===== src/design/permuted_radix64_block_decoder_top_assert.svh =====
// Assertion macros shared by the permuted radix-64 block decoder modules.
// Each macro expects clk and arst_n in the scope where it is used.
`ifndef PERMUTED_RADIX64_BLOCK_DECODER_TOP_ASSERT_SVH
`define PERMUTED_RADIX64_BLOCK_DECODER_TOP_ASSERT_SVH

// Consequent must hold in the same cycle as the antecedent.
`define PRBD_ASSERT_NOW(lbl, ante, cons, msg) \
	lbl: assert property (@(posedge clk) disable iff (!arst_n) (ante) |-> (cons)) \
		else $error(msg);

// Consequent must hold in the cycle after the antecedent.
`define PRBD_ASSERT_NEXT(lbl, ante, cons, msg) \
	lbl: assert property (@(posedge clk) disable iff (!arst_n) (ante) |=> (cons)) \
		else $error(msg);

`endif


===== src/design/prbd_pkg.sv =====
// Package for the permuted radix-64 block decoder: word types, codes and the
// symbol alphabet function. It depends on nothing else.
package prbd_pkg;

	localparam int unsigned BLOCK_BYTES_DEF = 128;
	localparam int unsigned LINE_CHARS_DEF  = 57;
	localparam int unsigned PERM_DEPTH      = 128;
	localparam int unsigned IDX_W           = 7;
	localparam int unsigned COL_W           = 6;
	localparam int unsigned QUEUE_DEPTH     = 4;

	localparam logic [7:0] LINE_MARK = 8'h23;
	localparam logic [7:0] NEWLINE   = 8'h0A;

	localparam logic ACT_PERM = 1'b0;
	localparam logic ACT_CHAR = 1'b1;

	typedef struct packed {
		logic             action;
		logic [IDX_W-1:0] perm_index;
		logic [IDX_W-1:0] perm_value;
		logic [7:0]       text_char;
	} item_t;

	typedef struct packed {
		logic [IDX_W-1:0] dest_index;
		logic [7:0]       byte_value;
		logic             block_done;
	} result_t;

	typedef enum logic {
		CMD_PERM = 1'b0,
		CMD_BYTE = 1'b1
	} cmd_kind_t;

	typedef struct packed {
		cmd_kind_t        kind;
		logic [IDX_W-1:0] index;
		logic [7:0]       value;
		logic             done;
	} cmd_t;

	function automatic logic [5:0] sym_of(input logic [7:0] c);
		logic [7:0] d;
		d = 8'd0;
		if (c >= 8'h41 && c <= 8'h5A) begin
			d = c - 8'h41;
		end else if (c >= 8'h30 && c <= 8'h39) begin
			d = c - 8'h30 + 8'd26;
		end else if (c >= 8'h61 && c <= 8'h7A) begin
			d = c - 8'h61 + 8'd36;
		end else if (c == 8'h2E) begin
			d = 8'd62;
		end else if (c == 8'h2F) begin
			d = 8'd63;
		end
		return d[5:0];
	endfunction

endpackage


===== src/design/permuted_radix64_block_decoder_top.sv =====
// Top level of the permuted radix-64 block decoder.
// Instantiates prbd_front, prbd_queue and prbd_back; uses prbd_pkg.
//
//   channel   direction   handshake                word type
//   item      in          item_valid / item_stall  prbd_pkg::item_t
//   result    out         result_valid / result_stall  prbd_pkg::result_t
//
// One input word is accepted per cycle unless item_stall is high; a decoded
// byte passes through a four-word queue and the registered read of the
// 128-entry permutation table memory before it leaves.
// item_stall is high only while the queue is full; result_stall holds the
// result register and lets the queue fill. Reset clears the line, group and
// byte counters; the permutation table holds no reset value until written.
module permuted_radix64_block_decoder_top #(
	parameter int unsigned BLOCK_BYTES = prbd_pkg::BLOCK_BYTES_DEF,
	parameter int unsigned LINE_CHARS  = prbd_pkg::LINE_CHARS_DEF
) (
	input  logic              clk,
	input  logic              arst_n,
	input  logic              item_valid,
	output logic              item_stall,
	input  prbd_pkg::item_t   item,
	output logic              result_valid,
	input  logic              result_stall,
	output prbd_pkg::result_t result
);

	logic           push;
	logic           full;
	logic           pop;
	logic           head_valid;
	prbd_pkg::cmd_t wr_cmd;
	prbd_pkg::cmd_t head;

	prbd_front #(
		.BLOCK_BYTES(BLOCK_BYTES),
		.LINE_CHARS (LINE_CHARS)
	) u_front (
		.clk       (clk),
		.arst_n    (arst_n),
		.item_valid(item_valid),
		.item_stall(item_stall),
		.item      (item),
		.full      (full),
		.push      (push),
		.cmd       (wr_cmd)
	);

	prbd_queue u_queue (
		.clk       (clk),
		.arst_n    (arst_n),
		.push      (push),
		.wr_cmd    (wr_cmd),
		.full      (full),
		.pop       (pop),
		.head_valid(head_valid),
		.head      (head)
	);

	prbd_back u_back (
		.clk         (clk),
		.arst_n      (arst_n),
		.head_valid  (head_valid),
		.head        (head),
		.pop         (pop),
		.result_valid(result_valid),
		.result_stall(result_stall),
		.result      (result)
	);

endmodule


===== src/design/prbd_front.sv =====
// Front end of the decoder: accepts words, forwards table writes, follows the
// line structure and turns symbols into bytes tagged with their block position. Uses prbd_pkg.
module prbd_front #(
	parameter int unsigned BLOCK_BYTES = prbd_pkg::BLOCK_BYTES_DEF,
	parameter int unsigned LINE_CHARS  = prbd_pkg::LINE_CHARS_DEF
) (
	input  logic            clk,
	input  logic            arst_n,
	input  logic            item_valid,
	output logic            item_stall,
	input  prbd_pkg::item_t item,
	input  logic            full,
	output logic            push,
	output prbd_pkg::cmd_t  cmd
);

	localparam int unsigned BCW = $clog2(BLOCK_BYTES);

	typedef enum logic [3:0] {
		PH_START = 4'b0001,
		PH_TAKE  = 4'b0010,
		PH_SKIP  = 4'b0100,
		PH_PAD   = 4'b1000
	} phase_t;

	phase_t                      phase_q, phase_d;
	logic [prbd_pkg::COL_W-1:0]  col_q, col_d;
	logic [1:0]                  grp_q, grp_d;
	logic [5:0]                  prev_q, prev_d;
	logic [BCW-1:0]              bcnt_q, bcnt_d;
	logic                        accept;
	logic                        feed;
	logic                        made;
	logic                        last;
	logic [5:0]                  sym;
	logic [7:0]                  byte_val;
	logic [BCW+prbd_pkg::IDX_W-1:0] bcnt_ext;

	assign accept     = item_valid && !full;
	assign item_stall = full;
	assign bcnt_ext   = {{prbd_pkg::IDX_W{1'b0}}, bcnt_q};

	always_comb begin
		phase_d  = phase_q;
		col_d    = col_q;
		grp_d    = grp_q;
		prev_d   = prev_q;
		bcnt_d   = bcnt_q;
		feed     = 1'b0;
		made     = 1'b0;
		last     = 1'b0;
		byte_val = 8'd0;
		sym      = prbd_pkg::sym_of(item.text_char);

		if (item.action == prbd_pkg::ACT_CHAR) begin
			unique case (phase_q)
				PH_START: begin
					if (item.text_char == prbd_pkg::LINE_MARK) begin
						phase_d = PH_TAKE;
						col_d   = '0;
					end else if (item.text_char != prbd_pkg::NEWLINE) begin
						phase_d = PH_SKIP;
					end
				end
				PH_TAKE: begin
					if (item.text_char == prbd_pkg::NEWLINE) begin
						phase_d = PH_PAD;
					end else begin
						feed = 1'b1;
					end
				end
				PH_PAD: begin
					feed = 1'b1;
					sym  = 6'd0;
				end
				PH_SKIP: begin
					if (item.text_char == prbd_pkg::NEWLINE) begin
						phase_d = PH_START;
					end
				end
				default: begin
					phase_d = PH_START;
				end
			endcase
		end

		if (feed) begin
			case (grp_q)
				2'd1: byte_val = {prev_q, sym[5:4]};
				2'd2: byte_val = {prev_q[3:0], sym[5:2]};
				2'd3: byte_val = {prev_q[1:0], sym};
				default: byte_val = 8'd0;
			endcase
			made   = (grp_q != 2'd0);
			prev_d = sym;
			grp_d  = grp_q + 2'd1;
			if (made) begin
				last   = (bcnt_q == BCW'(BLOCK_BYTES - 1));
				bcnt_d = last ? '0 : bcnt_q + 1'b1;
				if (last) begin
					grp_d  = 2'd0;
					prev_d = 6'd0;
				end
			end
			col_d = col_q + 1'b1;
			if (last || col_q == prbd_pkg::COL_W'(LINE_CHARS - 1)) begin
				col_d   = '0;
				phase_d = (phase_q == PH_TAKE) ? PH_SKIP : PH_START;
			end
		end
	end

	always_comb begin
		if (item.action == prbd_pkg::ACT_PERM) begin
			push       = accept;
			cmd.kind   = prbd_pkg::CMD_PERM;
			cmd.index  = item.perm_index;
			cmd.value  = {1'b0, item.perm_value};
			cmd.done   = 1'b0;
		end else begin
			push       = accept && made;
			cmd.kind   = prbd_pkg::CMD_BYTE;
			cmd.index  = bcnt_ext[prbd_pkg::IDX_W-1:0];
			cmd.value  = byte_val;
			cmd.done   = last;
		end
	end

	always_ff @(posedge clk or negedge arst_n) begin
		if (!arst_n) begin
			phase_q <= PH_START;
			col_q   <= '0;
			grp_q   <= 2'd0;
			prev_q  <= 6'd0;
			bcnt_q  <= '0;
		end else if (accept) begin
			phase_q <= phase_d;
			col_q   <= col_d;
			grp_q   <= grp_d;
			prev_q  <= prev_d;
			bcnt_q  <= bcnt_d;
		end
	end

endmodule


===== src/design/prbd_queue.sv =====
// Short command queue between the front and back ends of the decoder.
// Uses prbd_pkg and the shared assertion macro header.
`include "permuted_radix64_block_decoder_top_assert.svh"

module prbd_queue (
	input  logic           clk,
	input  logic           arst_n,
	input  logic           push,
	input  prbd_pkg::cmd_t wr_cmd,
	output logic           full,
	input  logic           pop,
	output logic           head_valid,
	output prbd_pkg::cmd_t head
);

	localparam int unsigned QAW = $clog2(prbd_pkg::QUEUE_DEPTH);

	prbd_pkg::cmd_t   entry_q [prbd_pkg::QUEUE_DEPTH];
	logic [QAW-1:0]   wr_ptr_q;
	logic [QAW-1:0]   rd_ptr_q;
	logic [QAW:0]     count_q;

	assign full       = (count_q == (QAW+1)'(prbd_pkg::QUEUE_DEPTH));
	assign head_valid = (count_q != '0);
	assign head       = entry_q[rd_ptr_q];

	always_ff @(posedge clk) begin
		if (push) begin
			entry_q[wr_ptr_q] <= wr_cmd;
		end
	end

	always_ff @(posedge clk or negedge arst_n) begin
		if (!arst_n) begin
			wr_ptr_q <= '0;
			rd_ptr_q <= '0;
			count_q  <= '0;
		end else begin
			if (push) begin
				wr_ptr_q <= (wr_ptr_q == QAW'(prbd_pkg::QUEUE_DEPTH - 1)) ? '0 : wr_ptr_q + 1'b1;
			end
			if (pop) begin
				rd_ptr_q <= (rd_ptr_q == QAW'(prbd_pkg::QUEUE_DEPTH - 1)) ? '0 : rd_ptr_q + 1'b1;
			end
			if (push && !pop) begin
				count_q <= count_q + 1'b1;
			end else if (pop && !push) begin
				count_q <= count_q - 1'b1;
			end
		end
	end

	`PRBD_ASSERT_NOW(a_no_push_when_full, push, !full, "Word pushed into a full queue.")
	`PRBD_ASSERT_NOW(a_no_pop_when_empty, pop, head_valid, "Word popped from an empty queue.")
	`PRBD_ASSERT_NEXT(a_push_grows, push && !pop, count_q == $past(count_q) + 1'b1, "Queue count did not grow on a push.")

endmodule


===== src/design/prbd_back.sv =====
// Back end of the decoder: holds the permutation table memory, looks up the
// destination of each byte and drives the result register. Uses prbd_pkg.
`include "permuted_radix64_block_decoder_top_assert.svh"

module prbd_back (
	input  logic              clk,
	input  logic              arst_n,
	input  logic              head_valid,
	input  prbd_pkg::cmd_t    head,
	output logic              pop,
	output logic              result_valid,
	input  logic              result_stall,
	output prbd_pkg::result_t result
);

	logic [prbd_pkg::IDX_W-1:0] perm_mem [prbd_pkg::PERM_DEPTH];
	logic [prbd_pkg::IDX_W-1:0] dest_q;
	logic [7:0]                 byte_q;
	logic                       done_q;
	logic                       valid_q;

	assign pop          = head_valid && !(valid_q && result_stall);
	assign result_valid = valid_q;
	assign result.dest_index = dest_q;
	assign result.byte_value = byte_q;
	assign result.block_done = done_q;

	always_ff @(posedge clk) begin
		if (pop && head.kind == prbd_pkg::CMD_PERM) begin
			perm_mem[head.index] <= head.value[prbd_pkg::IDX_W-1:0];
		end
		if (pop && head.kind == prbd_pkg::CMD_BYTE) begin
			dest_q <= perm_mem[head.index];
			byte_q <= head.value;
			done_q <= head.done;
		end
	end

	always_ff @(posedge clk or negedge arst_n) begin
		if (!arst_n) begin
			valid_q <= 1'b0;
		end else if (!(valid_q && result_stall)) begin
			valid_q <= head_valid && head.kind == prbd_pkg::CMD_BYTE;
		end
	end

	`PRBD_ASSERT_NEXT(a_byte_pop_shows, pop && head.kind == prbd_pkg::CMD_BYTE, result_valid, "Popped byte did not reach the result register.")
	`PRBD_ASSERT_NEXT(a_perm_pop_silent, pop && head.kind == prbd_pkg::CMD_PERM, !result_valid, "Table write produced a result.")
	`PRBD_ASSERT_NEXT(a_idle_clears, !head_valid && !(result_valid && result_stall), !result_valid, "Result shown without a queued byte.")

endmodule

===== config.mk =====
export PLATFORM = sky130hd
export DESIGN_NAME = permuted_radix64_block_decoder_top
export DESIGN_NICKNAME = d
export VERILOG_FILES = /design/src/design/prbd_pkg.sv /design/src/design/permuted_radix64_block_decoder_top.sv /design/src/design/prbd_front.sv /design/src/design/prbd_queue.sv /design/src/design/prbd_back.sv
export VERILOG_INCLUDE_DIRS = /design/src /design/src/design
export SDC_FILE = /design/constraint.sdc
export NUM_CORES = 1
export LEC_CHECK = 0
export BUFFER_PORTS_ARGS = -buffer_cell sky130_fd_sc_hd__buf_2
export CELL_PAD_IN_SITES_DETAIL_PLACEMENT = 0
export CELL_PAD_IN_SITES_GLOBAL_PLACEMENT = 1
export CORE_AREA = 3 3 404 406
export CTS_CLUSTER_DIAMETER = 120
export DETAILED_ROUTE_END_ITERATION = 6
export DIE_AREA = 0 0 407 409
export PLACE_DENSITY_LB_ADDON = 0.1
export SYNTH_ARGS = -nofsm -noshare
export SYNTH_HDL_FRONTEND = slang
export SYNTH_SLANG_ARGS = --single-unit

===== constraint.sdc =====
create_clock -name clk -period 8.6 [get_ports clk]
set_input_delay 2.15 -clock clk [delete_from_list [all_inputs] [get_ports clk]]
set_output_delay 2.15 -clock clk [all_outputs]
set_load 0.005 [all_outputs]

==> impl_summary.txt <==
----------------------------------------------------
[STA]
  Share of the clock period used by the worst path ... 68.5%
  Upper clock frequency limit ... 0.170 GHz
  Max-slew headroom ... 13.4%
  Final Slew Violations ... 0
  Unrepaired setup endpoints after global routing ... false
  Total count of hold-check failures in the final report ... 0
  Tmin final ... 5.89 ns
  Worst clock skew ... 0.0426 ns
  Worst Tran Pin Value ... 1.29 ns
  Final setup TNS ... 0 ns
  Final setup violation count ... 0
  Setup slack after layout ... 2.71 ns

[Die]
  Die Span Y ... 409 um
  Top-level port count ... 45
  Floorplan die width ... 407 um
  # rows ... 147
  Die footprint ... 0.166 mm^2
  Initial core utilization ... 25.0%
  Floorplan core area ... 0.160 mm^2

[Global routing]
  Wire length of the first global-routing pass ... 218000 um
  M2 GR Usage ... 30.1%
  Gr busiest metal ... met2
  Met3 Resource Use GR ... 2.29%
  Largest net degree at the start of global routing ... 65
  Via count of the first global-routing pass ... 24784
  Total congestion overflow ... 0
  GR Util met1 ... 27.4%
  Total routing usage reported by global routing ... 18.9%
  Initial antenna violation count ... 9

[Synthesis]
  Proportion of register bits with asynchronous set or reset after synthesis ... 3.26%
  Number of distinct standard cells referenced by the synthesized netlist ... 80
  Commonest cells in the synthesized netlist ... sky130_fd_sc_hd__edfxtp_1, sky130_fd_sc_hd__nor2_1, sky130_fd_sc_hd__nand2_1
  Fraction of synthesized cell area taken by the top area cell type ... 73.6%
  Number of synthesized register bits ... 1013
  Post-synthesis instance area ... 0.0400 mm^2
  Syn. warnings ... 0
  Leading area contributor after synthesis ... sky130_fd_sc_hd__edfxtp_1
  Most common cell in the netlist ... sky130_fd_sc_hd__edfxtp_1
  Main synth FF type ... sky130_fd_sc_hd__edfxtp_1
  Avg Inst Size Synth ... 16.2 um^2
  Share of the yosys chip area belonging to registers ... 75.6%
  Number of synthesized flops with an enable pin ... 980
  Synth Net Count ... 2521
  Area contributors post-synth ... sky130_fd_sc_hd__edfxtp_1, sky130_fd_sc_hd__a22oi_1, sky130_fd_sc_hd__dfrtp_1
  Syn Inst Count ... 2471

[CTS]
  Buffer count from post-CTS setup fixing ... 0
  Maximum level of the CTS H-tree ... 3
  Sinks on the clock net ... 1013
  Clk pin slew, worst setup/hold paths ... 0.06 ns
  CTS tree ... done
  Hold bufs inserted after CTS ... 0
  Clock Root Buffer ... sky130_fd_sc_hd__clkbuf_16
  TritonCTS buffer count ... 115
  Post-cts repair resize count ... 0
  CTS Buffer Depth ... 3
  Insertion delay of the later-clocked pin in the worst-skew pair ... 0.75 ns

[Critical path]
  Cell chain of the critical path ... buf_4, mux4_4, buf_4, nand2_1, nor2_4, nand2_2, nor2_1
  Setup Crit Path Kind ... flip-flop to flip-flop
  Reg2reg path depth ... 7
  Crit path buf inv count ... 2
  CP startpoint kind ... flip-flop
  Crit path largest cell delay ... 0.92 ns
  Capture instance of the worst register-to-register path ... u_back.perm_mem[115][3]
  Critical-path top delay cell ... sky130_fd_sc_hd__nand2_2
  Category of the worst setup path capture point ... flip-flop
  Reg2Reg Setup Slack ... 2.71 ns
  Largest fanout on the critical path ... 19
  Startpoint of the worst-slack reg-to-reg timing path ... u_queue.rd_ptr_q[1]
  Library cell appearing most often on the critical path ... sky130_fd_sc_hd__buf_4
  Crit path required time ... 8.96 ns
  Data arrival time of the critical path ... 6.25 ns
  Worst path top cell family by delay ... simple AND/OR/NAND/NOR gates

[Worst hold path]
  Hold WC Path Type ... flip-flop to flip-flop
  Number of cells on the worst hold path ... 2
  Origin of the worst min-delay path ... u_front.prev_q[4]
  Hold path endpoint ... u_front.prev_q[4]

[Routing]
  Initial drt markers ... 2483
  # DRC ... 0
  Aggregate routed wire length ... 159000 um
  Vias ... 24166
  Post-route ant nets ... 0
  Detailed-routing iteration count for the pre-antenna-repair pass ... 6
  Average routed wire per standard cell ... 33.0 um
  Via/cell ratio ... 5.03

[Place]
  Placed cell area ... 0.0429 mm^2
  Post-detailed-placement half-perimeter wirelength ... 97900 um
  Number of buffers added on ports ... 44
  Number of placed cells counting well taps ... 4592
  Worst setup timing slack at the placement stage ... 2.65 ns
  Placer's final routability congestion estimate ... 0.830

[Final layout]
  Fillers ... 15980
  Layout overhead on the synthesized area ... 17.1%
  Share of final-layout standard cells stronger than drive strength 1 ... 15.8%
  Final instance area ... 0.0468 mm^2
  NumNets Final ... 2599
  Finished Layout Cells ... 4809

[Run]
  Max-Cap Viols ... 0

[Pwr]
  Overall power after layout ... 18.1 mW
  Worst-case vdd ir drop ... 181 uV
  Power per standard cell area ... 387 mW/mm^2
  Pleak ... 14.6 nW

[Run status]
  Outcome ... completed

----------------------------------------------------
## layer usage
layer | wire length, um | up-vias
li1 | - | 10103
met1 | 74100 | 13062
met2 | 74100 | 843
met3 | 7640 | 158
met4 | 3000 | 0
met5 | 0 | -
## flip-flops by register name (all words and copies together) (netlist names)
register and cells:
u_back.dest_q 7, u_front.col_q 6, u_back.result_valid 1, u_queue.entry_q 68, u_queue.wr_ptr_q 2, u_front.prev_q 6
u_front.grp_q 2, u_back.byte_q 8, u_back.done_q 1, u_back.perm_mem 896, u_front.phase_q 4, u_queue.count_q 3
u_queue.rd_ptr_q 2, u_front.bcnt_q 7
## per-stage QoR
| stage | utilization, % | hold slack [ns] |
|---|---|---|
| after floorplan | - | 0.449 |
| after global placement | 26.8 | 0.473 |
| after detailed placement | 26.8 | 0.492 |
| after CTS | 29.2 | 0.497 |
| after global routing | 29.2 | 0.513 |
| final | 29.2 | 0.488 |
## cells in the final DEF (no fill, tap or decap), types with 59 or more instances in the layout
master	netlist	final
sky130_fd_sc_hd__edfxtp_1	980	980
sky130_fd_sc_hd__nor2_1	188	185
sky130_fd_sc_hd__nand2_1	179	175
sky130_fd_sc_hd__a22oi_1	122	122
sky130_fd_sc_hd__clkbuf_16	0	115
sky130_fd_sc_hd__a221oi_1	86	86
sky130_fd_sc_hd__a21oi_1	84	84
sky130_fd_sc_hd__buf_4	5	72
sky130_fd_sc_hd__o21ai_0	68	68
sky130_fd_sc_hd__mux2i_1	61	59
## power breakdown
group          total, mW  switching [mW]  internal, mW
Combinational       6.51            5.03          1.48
Sequential          6.51           0.109          6.40
Clock               5.11            2.11          3.00
Total               18.1            7.25          10.9
## tightest hold or removal path, stage by stage, from the launching register on
cell and delay, ns:
sky130_fd_sc_hd__dfrtp_1 0.35, sky130_fd_sc_hd__nand2_1 0.05, sky130_fd_sc_hd__o21ai_0 0.06
## worst max path at each step
stage	from	end	cells past startpoint
2_1_floorplan	item[0]	u_queue.count_q[2]	13
3_3_place_gp	u_queue.rd_ptr_q[1]	u_back.perm_mem[43][4]	7
3_5_place_dp	u_queue.rd_ptr_q[1]	u_back.perm_mem[43][4]	7
4_1_cts	u_queue.rd_ptr_q[1]	u_back.perm_mem[43][3]	7
5_1_grt	u_queue.rd_ptr_q[1]	u_back.perm_mem[43][3]	7
6_report	u_queue.rd_ptr_q[1]	u_back.perm_mem[115][3]	7
## kinds of logic (layout without fill, tap and decap cells)
kind of cell               after synthesis  in the layout  synth area share [%]
AOI/OAI and AO/OA                      589            589                  10.7
buffers and inverters                  188            364                  2.14
other                                    0              2                     0
DFF                                   1013           1013                  75.6
xor gates and xnor gates                13             13                 0.285
and+or+nand+nor                        490            490                  5.43
muxes                                  155            155                  5.08
adders and majority gates               23             23                 0.738
## layout make-up
cell class	instances	area (um^2)	area share [%]
Tap cell	2160	2700	5.77
Clock inverter	79	930	1.99
Clock buffer	136	2960	6.31
Inverter	28	105	0.224
Sequential cell	1013	30300	64.6
Timing Repair Buffer	121	851	1.82
Multi-Input combinational cell	1270	9020	19.3
Antenna cell	2	5.00	0.0107
No activity file was read; power rests on OpenSTA's default activity.
